**config.mk**
```make
export PLATFORM = sky130hd
export DESIGN_NAME = rc2_kexp
export DESIGN_NICKNAME = d
export VERILOG_FILES = /design/src/rtl/core/rc2_pkg.sv /design/src/rtl/core/rc2_kexp.sv
export SDC_FILE = /design/constraint.sdc
export NUM_CORES = 2
export LEC_CHECK = 0
export ABC_AREA = 0
export BUFFER_PORTS_ARGS = -buffer_cell sky130_fd_sc_hd__buf_2
export CAP_MARGIN = 0
export CORE_MARGIN = 5
export CORE_UTILIZATION = 50
export DETAILED_ROUTE_END_ITERATION = 10
export GPL_TIMING_DRIVEN = 0
export PLACE_DENSITY = 0.63
export SLEW_MARGIN = 20
export SYNTH_ARGS = -nofsm -noshare
export SYNTH_HDL_FRONTEND = slang
export SYNTH_SLANG_ARGS = --single-unit
```
**constraint.sdc**
```tcl
create_clock -name clk -period 11.85 [get_ports clk]
set_clock_uncertainty 0.2 [all_clocks]
set_input_delay 0 -clock clk [delete_from_list [all_inputs] [get_ports clk]]
set_output_delay 0 -clock clk [all_outputs]
set_load 0.02 [all_outputs]
```
**src/rtl/core/rc2_pkg.sv**
```systemverilog
// Shared types, constants and tables of the RC2 cipher engine.
`default_nettype none

package rc2_pkg;

  // Key store depth and derived limits
  localparam int EXP_BYTES = 128;
  localparam logic [7:0]  KEY_LEN_MAX    = 8'(EXP_BYTES);
  localparam logic [10:0] EFF_BITS_MAX   = 11'(8 * EXP_BYTES);
  localparam logic [7:0]  KEY_LEN_RESET  = 8'd16;
  localparam logic [10:0] EFF_BITS_RESET = 11'(8 * EXP_BYTES);
  localparam logic [7:0]  LAST_IDX       = 8'(EXP_BYTES - 1);

  // Round schedule: mashing follows the 5th and 11th mixing rounds
  localparam logic [3:0] MASH_AFTER_A = 4'd4;
  localparam logic [3:0] MASH_AFTER_B = 4'd10;
  localparam logic [3:0] LAST_ROUND   = 4'd15;

  typedef enum logic [1:0] {
    CMD_LOAD_KEY = 2'd0,
    CMD_EXPAND   = 2'd1,
    CMD_ENCRYPT  = 2'd2,
    CMD_DECRYPT  = 2'd3
  } cmd_t;

  typedef enum logic [0:0] {
    REG_KEY_LEN  = 1'b0,
    REG_EFF_BITS = 1'b1
  } cfg_reg_t;

  typedef enum logic [2:0] {
    ST_IDLE,
    ST_KEXP,
    ST_MIX,
    ST_MASH_RD,
    ST_MASH,
    ST_DONE
  } blk_state_t;

  typedef enum logic [3:0] {
    KX_IDLE,
    KX_COPY_RD,
    KX_COPY_WR,
    KX_FWD_RD,
    KX_FWD_WR,
    KX_MASK_RD,
    KX_MASK_WR,
    KX_BACK_RD,
    KX_BACK_WR,
    KX_OUT_RD,
    KX_OUT_WR
  } kx_state_t;

  // Requests from the block control to the key expansion unit
  typedef struct packed {
    logic        key_we;
    logic [6:0]  key_idx;
    logic [7:0]  key_byte;
    logic        start;
    logic [7:0]  key_len;
    logic [10:0] eff_bits;
  } kx_req_t;

  // Subkey row writes and completion from the key expansion unit
  typedef struct packed {
    logic        we;
    logic [3:0]  row;
    logic [63:0] data;
    logic        done;
  } kx_rsp_t;

  // Rotation per word position
  localparam logic [2:0] ROT_AMT [4] = '{3'd1, 3'd2, 3'd3, 3'd5};

  // Byte substitution table derived from the digits of pi
  localparam logic [7:0] PI_TABLE [256] = '{
    8'hd9, 8'h78, 8'hf9, 8'hc4, 8'h19, 8'hdd, 8'hb5, 8'hed,
    8'h28, 8'he9, 8'hfd, 8'h79, 8'h4a, 8'ha0, 8'hd8, 8'h9d,
    8'hc6, 8'h7e, 8'h37, 8'h83, 8'h2b, 8'h76, 8'h53, 8'h8e,
    8'h62, 8'h4c, 8'h64, 8'h88, 8'h44, 8'h8b, 8'hfb, 8'ha2,
    8'h17, 8'h9a, 8'h59, 8'hf5, 8'h87, 8'hb3, 8'h4f, 8'h13,
    8'h61, 8'h45, 8'h6d, 8'h8d, 8'h09, 8'h81, 8'h7d, 8'h32,
    8'hbd, 8'h8f, 8'h40, 8'heb, 8'h86, 8'hb7, 8'h7b, 8'h0b,
    8'hf0, 8'h95, 8'h21, 8'h22, 8'h5c, 8'h6b, 8'h4e, 8'h82,
    8'h54, 8'hd6, 8'h65, 8'h93, 8'hce, 8'h60, 8'hb2, 8'h1c,
    8'h73, 8'h56, 8'hc0, 8'h14, 8'ha7, 8'h8c, 8'hf1, 8'hdc,
    8'h12, 8'h75, 8'hca, 8'h1f, 8'h3b, 8'hbe, 8'he4, 8'hd1,
    8'h42, 8'h3d, 8'hd4, 8'h30, 8'ha3, 8'h3c, 8'hb6, 8'h26,
    8'h6f, 8'hbf, 8'h0e, 8'hda, 8'h46, 8'h69, 8'h07, 8'h57,
    8'h27, 8'hf2, 8'h1d, 8'h9b, 8'hbc, 8'h94, 8'h43, 8'h03,
    8'hf8, 8'h11, 8'hc7, 8'hf6, 8'h90, 8'hef, 8'h3e, 8'he7,
    8'h06, 8'hc3, 8'hd5, 8'h2f, 8'hc8, 8'h66, 8'h1e, 8'hd7,
    8'h08, 8'he8, 8'hea, 8'hde, 8'h80, 8'h52, 8'hee, 8'hf7,
    8'h84, 8'haa, 8'h72, 8'hac, 8'h35, 8'h4d, 8'h6a, 8'h2a,
    8'h96, 8'h1a, 8'hd2, 8'h71, 8'h5a, 8'h15, 8'h49, 8'h74,
    8'h4b, 8'h9f, 8'hd0, 8'h5e, 8'h04, 8'h18, 8'ha4, 8'hec,
    8'hc2, 8'he0, 8'h41, 8'h6e, 8'h0f, 8'h51, 8'hcb, 8'hcc,
    8'h24, 8'h91, 8'haf, 8'h50, 8'ha1, 8'hf4, 8'h70, 8'h39,
    8'h99, 8'h7c, 8'h3a, 8'h85, 8'h23, 8'hb8, 8'hb4, 8'h7a,
    8'hfc, 8'h02, 8'h36, 8'h5b, 8'h25, 8'h55, 8'h97, 8'h31,
    8'h2d, 8'h5d, 8'hfa, 8'h98, 8'he3, 8'h8a, 8'h92, 8'hae,
    8'h05, 8'hdf, 8'h29, 8'h10, 8'h67, 8'h6c, 8'hba, 8'hc9,
    8'hd3, 8'h00, 8'he6, 8'hcf, 8'he1, 8'h9e, 8'ha8, 8'h2c,
    8'h63, 8'h16, 8'h01, 8'h3f, 8'h58, 8'he2, 8'h89, 8'ha9,
    8'h0d, 8'h38, 8'h34, 8'h1b, 8'hab, 8'h33, 8'hff, 8'hb0,
    8'hbb, 8'h48, 8'h0c, 8'h5f, 8'hb9, 8'hb1, 8'hcd, 8'h2e,
    8'hc5, 8'hf3, 8'hdb, 8'h47, 8'he5, 8'ha5, 8'h9c, 8'h77,
    8'h0a, 8'ha6, 8'h20, 8'h68, 8'hfe, 8'h7f, 8'hc1, 8'had
  };

  function automatic logic [7:0] rc2_pi(input logic [7:0] x);
    return PI_TABLE[x];
  endfunction

  function automatic logic [15:0] rotl16(input logic [15:0] x, input logic [2:0] s);
    logic [31:0] w;
    w = {x, x} << s;
    return w[31:16];
  endfunction

  function automatic logic [15:0] rotr16(input logic [15:0] x, input logic [2:0] s);
    logic [31:0] w;
    w = {x, x} >> s;
    return w[15:0];
  endfunction

endpackage

`default_nettype wire

```
**src/rtl/core/rc2_kexp.sv**
```systemverilog
// RC2 key store and key expansion sequencer that fills the subkey table.
`default_nettype none

module rc2_kexp (
  input  logic             clk,
  input  logic             rst,
  input  rc2_pkg::kx_req_t req,
  output rc2_pkg::kx_rsp_t rsp
);
  import rc2_pkg::*;

  kx_state_t   state, state_next;

  // User key store and scratch expansion buffer
  logic [7:0]  key_mem [EXP_BYTES];
  logic [7:0]  scr_mem [EXP_BYTES];
  logic [7:0]  ks_q;
  logic [7:0]  scr_q;
  logic [6:0]  ks_raddr;
  logic [6:0]  scr_raddr;
  logic        scr_we;
  logic [6:0]  scr_waddr;
  logic [7:0]  scr_wdata;

  // Expansion parameters latched at start
  logic [7:0]  t_len;
  logic [7:0]  t8;
  logic [7:0]  tm;
  logic [7:0]  t_len_c;
  logic [10:0] eff_c;
  logic [7:0]  t8_c;
  logic [7:0]  tm_c;
  logic [2:0]  tm_sh;
  logic        par_load;

  logic [7:0]  idx, idx_next;
  logic [7:0]  prev, prev_next;
  logic [63:0] row_acc;
  logic        acc_we;
  logic [7:0]  mask_pos;
  logic [7:0]  pi_in;
  logic [7:0]  pi_out;

  // Clamp key length and effective bits, derive byte count and top mask
  always_comb begin
    if (req.key_len == 8'd0) begin
      t_len_c = 8'd1;
    end else if (req.key_len > KEY_LEN_MAX) begin
      t_len_c = KEY_LEN_MAX;
    end else begin
      t_len_c = req.key_len;
    end
    if (req.eff_bits == 11'd0) begin
      eff_c = 11'd1;
    end else if (req.eff_bits > EFF_BITS_MAX) begin
      eff_c = EFF_BITS_MAX;
    end else begin
      eff_c = req.eff_bits;
    end
    t8_c  = 8'((12'(eff_c) + 12'd7) >> 3);
    tm_sh = 3'(4'd8 - {1'b0, eff_c[2:0]});
    tm_c  = 8'hff >> tm_sh;
  end

  assign mask_pos = KEY_LEN_MAX - t8;
  assign pi_out   = rc2_pi(pi_in);

  // Key store: written by load commands, read during the copy pass
  always_ff @(posedge clk) begin
    if (req.key_we) begin
      key_mem[req.key_idx] <= req.key_byte;
    end
    ks_q <= key_mem[ks_raddr];
  end

  // Scratch buffer: one write and one registered read per cycle
  always_ff @(posedge clk) begin
    if (scr_we) begin
      scr_mem[scr_waddr] <= scr_wdata;
    end
    scr_q <= scr_mem[scr_raddr];
  end

  // Hold state, counters and parameters
  always_ff @(posedge clk) begin
    if (rst) begin
      state <= KX_IDLE;
      idx   <= '0;
    end else begin
      state <= state_next;
      idx   <= idx_next;
    end
  end

  always_ff @(posedge clk) begin
    prev <= prev_next;
    if (par_load) begin
      t_len <= t_len_c;
      t8    <= t8_c;
      tm    <= tm_c;
    end
    if (acc_we) begin
      row_acc[8*idx[2:0] +: 8] <= scr_q;
    end
  end

  // Sequence the copy, forward, mask, backward and unload passes
  always_comb begin
    state_next = state;
    idx_next   = idx;
    prev_next  = prev;
    par_load   = 1'b0;
    acc_we     = 1'b0;
    ks_raddr   = idx[6:0];
    scr_raddr  = idx[6:0];
    scr_we     = 1'b0;
    scr_waddr  = idx[6:0];
    scr_wdata  = pi_out;
    pi_in      = prev + scr_q;
    rsp        = '0;

    unique case (state)
      KX_IDLE: begin
        if (req.start) begin
          par_load   = 1'b1;
          idx_next   = '0;
          state_next = KX_COPY_RD;
        end
      end
      KX_COPY_RD: begin
        state_next = KX_COPY_WR;
      end
      KX_COPY_WR: begin
        scr_we    = 1'b1;
        scr_wdata = ks_q;
        prev_next = ks_q;
        idx_next  = idx + 8'd1;
        if (idx + 8'd1 == t_len) begin
          state_next = (t_len == KEY_LEN_MAX) ? KX_MASK_RD : KX_FWD_RD;
        end else begin
          state_next = KX_COPY_RD;
        end
      end
      KX_FWD_RD: begin
        scr_raddr  = 7'(idx - t_len);
        state_next = KX_FWD_WR;
      end
      KX_FWD_WR: begin
        pi_in     = prev + scr_q;
        scr_we    = 1'b1;
        prev_next = pi_out;
        idx_next  = idx + 8'd1;
        state_next = (idx == LAST_IDX) ? KX_MASK_RD : KX_FWD_RD;
      end
      KX_MASK_RD: begin
        scr_raddr  = mask_pos[6:0];
        state_next = KX_MASK_WR;
      end
      KX_MASK_WR: begin
        pi_in     = scr_q & tm;
        scr_we    = 1'b1;
        scr_waddr = mask_pos[6:0];
        prev_next = pi_out;
        if (mask_pos == 8'd0) begin
          idx_next   = '0;
          state_next = KX_OUT_RD;
        end else begin
          idx_next   = mask_pos - 8'd1;
          state_next = KX_BACK_RD;
        end
      end
      KX_BACK_RD: begin
        scr_raddr  = 7'(idx + t8);
        state_next = KX_BACK_WR;
      end
      KX_BACK_WR: begin
        pi_in     = prev ^ scr_q;
        scr_we    = 1'b1;
        prev_next = pi_out;
        if (idx == 8'd0) begin
          state_next = KX_OUT_RD;
        end else begin
          idx_next   = idx - 8'd1;
          state_next = KX_BACK_RD;
        end
      end
      KX_OUT_RD: begin
        state_next = KX_OUT_WR;
      end
      KX_OUT_WR: begin
        acc_we = 1'b1;
        // Emit a subkey row once its eighth byte arrives
        if (idx[2:0] == 3'd7) begin
          rsp.we   = 1'b1;
          rsp.row  = idx[6:3];
          rsp.data = {scr_q, row_acc[55:0]};
        end
        if (idx == LAST_IDX) begin
          rsp.done   = 1'b1;
          idx_next   = '0;
          state_next = KX_IDLE;
        end else begin
          idx_next   = idx + 8'd1;
          state_next = KX_OUT_RD;
        end
      end
      default: begin
        state_next = KX_IDLE;
      end
    endcase
  end

endmodule

`default_nettype wire

```
==> results.toml <==
[sta]
maxSlewHeadroom_pct = 15.47
finalCritPeriodShare_pct = 72.48
setup_ws_ns = 3.261
slew_viol_final = 0
fmax_mhz = 116.4
min_period_ns = 8.589
rsz0062_at_grt = "false"
finalSetupViolations = 0
final_hold_viol_count = 0
worst_pin_slew_ns = 1.268
worst_hold_slack_ns = 0.07187

[global_route]
grtUsageTotal_pct = 30.22
grt_max_degree = 101
overflow = 0
grt_pass1_vias = 56360
antenna_found_initial = 11
grt_pass1_wl_um = 413700

[setup_path]
cp_cell_sequence = "ha_1, inv_1, fa_1, nor3_1, or2_1, clkbuf_1, inv_2, clkbuf_1, ha_1, clkbuf_1, clkinv_1, mux2i_1, nor2_1, o22ai_1, a221oi_1, nor4_1, a21oi_4, buf_16, buf_8, buf_16"
critPathMostFrequentCell = "clkbuf_1"
worst-path-buf-inv = 9
r2r_slack_ns = 3.26
worst_path_max_delay_cell = "nor4_1"
reg2reg_from = "scr_q[0]"
end_kind = "flop"
path_max_fanout = 21
crit_arrival_ns = 8.99
reg2regPathDepth = 20
timing.rr.end = "scr_mem[60][0]"
crit_family = "buffers and inverters"
path_class = "flop to flop"
crit_path_start_kind = "flop"
crit_required_ns = 12.25
slowest_delay_ns = 0.92

[clock_tree]
clock-root-buffer = "clkbuf_16"
h-tree-depth = 4
cts_buffers = 213
clock_latency_ns = 0.87
cts_buffer_depth = 3
clock_sinks = 2163
clk_pin_slew_worst_paths_ns = 0.06
cts_tree = "yes"

[yosys]
syn_nets = 6057
synthTopCellsByArea = "edfxtp_1, mux4_2, nand2_1, nor2_1, nand3_1"
ys_seq_area_share_pct = 71.25
synthesis.area_sq_um = 90770
synthFlopType = "edfxtp_1"
synthCells = 5974
ys.warnings.count = 0
yosysTopAreaCell = "edfxtp_1"
synth_top_area_share_pct = 70.63
synth_cell_types = 93
synth_seq_cells = 2163
syn_avg_cell_area_sq_um = 15.19
async_flop_share_pct = 0
synth_edf_count = 2135

[power]
p_leak_nw = 33.42
vdd_drop_max_mv = 0.1912
p_total_w = 0.01977
powerDensity_nw_per_um2 = 190.6

[cells_and_area]
final_layout_size_suffix_gt1_share_pct = 14.92
final_cells = 8991
design_area_sq_um = 103700
syn2layout_area_growth_pct = 14.23
final_nets = 6523

[place]
dp_hpwl_um = 204500
dp_cells = 8503
dpl_cell_area_sq_um = 95930
place_congestion = 1.000
io_buffers = 104
post-place-ws_ns = 3.491

[floorplan]
fp.coreArea_sq_um = 180700
rows = 156
die_x_um = 436.1
pin_count = 108
fp.dieArea_sq_um = 190200
start_util_pct = 50.22
die_y_um = 436.1

[routing]
first_pass_iters = 6
finalWirelength_um = 291400
drc = 0
vias = 58350
wl_per_cell_um = 32.41
vias_per_cell = 6.490
ant_nets = 0
detail_route.iter0.violations = 7784

[worst_hold_path]
min_path_cells = 3
hold_class = "input pin to flop"
whs_endpoint = "key_mem[56][1]"
hold_start = "req[21]"

[outcome]
outcome = "completed"

[job]
cap_violations = 0
-- per-layer routing --
layer | GRT usage, % | wire, um | vias up | part of all wire [%]
met1 | 41.56 | 113000 | 29770 | 39
met3 | 6.421 | 28200 | 703 | 9.7
met4 | 13.69 | 15340 | 8 | 5.3
met5 | 0 | 55 | - | 0.019
li1 | - | - | 24440 | -
met2 | 46.87 | 134800 | 3428 | 46
-- through the flow --
| step | TNS [ns] | util [%] |
|---|---|---|
| 2_1_floorplan | 0 | - |
| 3_3_place_gp | -5352.84 | 52.15 |
| 3_5_place_dp | 0 | 53.08 |
| 4_1_cts | 0 | 57.34 |
| 5_1_grt | 0 | 57.36 |
| 6_report | 0 | 57.37 |
-- cell usage in the layout, fill, tap and decap left out, types with 10 or more instances in the layout --
cell type / count
o2111ai_1: 10
o31ai_1: 12
buf_1: 40
mux4_2: 336
and3_1: 219
dfxtp_1: 28
nand3_1: 285
o21ai_0: 65
a311oi_1: 140
clkbuf_1: 300
nor4_1: 44
inv_1: 27
clkbuf_16: 214
nor2b_1: 24
o221ai_1: 12
nor2_1: 399
nand2_1: 869
buf_6: 13
a211oi_1: 170
nand4_1: 10
nor3_1: 51
clkinv_1: 52
clkbuf_2: 27
edfxtp_1: 2135
xnor2_1: 25
clkinv_2: 37
buf_2: 209
a22oi_1: 28
a31oi_1: 98
o211ai_1: 22
mux2i_1: 17
o22ai_1: 60
buf_16: 52
nand2b_1: 14
a21oi_1: 134
xor2_1: 20
ha_1: 43
bufinv_16: 15
dlygate4sd3_1: 84
and2_1: 63
-- layout make-up --
type / instances / area (sq um)
Clock buffer: 265 / 5547
Tap cell: 2370 / 2965
Sequential cell: 2163 / 64670
Fill cell: 14080 / 77060
Clock inverter: 125 / 1177
Buffer: 437 / 1863
Antenna cell: 6 / 15.01
Inverter: 30 / 112.6
Multi-Input combinational cell: 3344 / 24310
Timing Repair Buffer: 251 / 3022
-- tightest hold or removal path, delay by kind of cell --
| family | cells | cell delay [ns] |
|---|---|---|
| buffers and inverters | 3 | 0.88 |
-- synth_stat cells (all sizes together), types with 45 or more instances --
cell type / count
a21oi: 138
clkbuf: 272
nor4: 45
a211oi: 170
a311oi: 141
nand2: 869
nand3: 285
and2: 64
o21ai: 66
edfxtp: 2135
mux4: 336
and3: 220
o22ai: 61
buf: 165
a31oi: 101
nor2: 401
nor3: 54
-- what timing repair did --
action | CTS | global route
endpoints found under the hold margin | 1828 | 0
hold buffers | 92 | 0
gates resized for setup | 0 | 0
setup buffers | 0 | 0
-- sequential cells by signal, indices dropped and copies added, names as in the netlist --
register,cells
key_mem,1024
scr_mem,1024
row_acc,56
idx,8
ks_q,8
prev,8
scr_q,8
t8,8
t_len,8
tm,7
state,4
-- cells by family (layout without fill, tap and decap cells) --
logic type	Yosys count	after routing	share of synthesized area [%]
xor+xnor	46	46	0.4522
other cells	0	6	0
flops	2163	2163	71.25
buf+inv	467	1108	2.126
mux	362	362	8.636
compound gates	864	864	6.792
fa+ha+maj	45	45	0.6369
simple gates	2027	2027	10.11
-- worst max path at each step --
stage | start | to | depth (start not counted) | slack (ns)
5_1_grt | scr_q[0] | scr_mem[53][4] | 18 | 3.22
3_3_place_gp | scr_q[0] | scr_mem[53][1] | 17 | -6.55
4_1_cts | scr_q[0] | scr_mem[52][0] | 20 | 3.47
3_5_place_dp | scr_q[0] | scr_mem[49][0] | 20 | 3.49
6_report | scr_q[0] | scr_mem[60][0] | 20 | 3.26
2_1_floorplan | scr_q[0] | scr_mem[0][3] | 17 | 3.17
-- power by group --
group / internal (W) / leakage (nW) / total (W) / switching (W)
sequential: 0.00940 / 19.5 / 0.00943 / 0.0000308
combinational: 0.00118 / 10.6 / 0.00378 / 0.00260
clock: 0.00365 / 3.27 / 0.00656 / 0.00290
total: 0.0142 / 33.4 / 0.0198 / 0.00553
No activity file was read; power rests on OpenSTA's default activity.
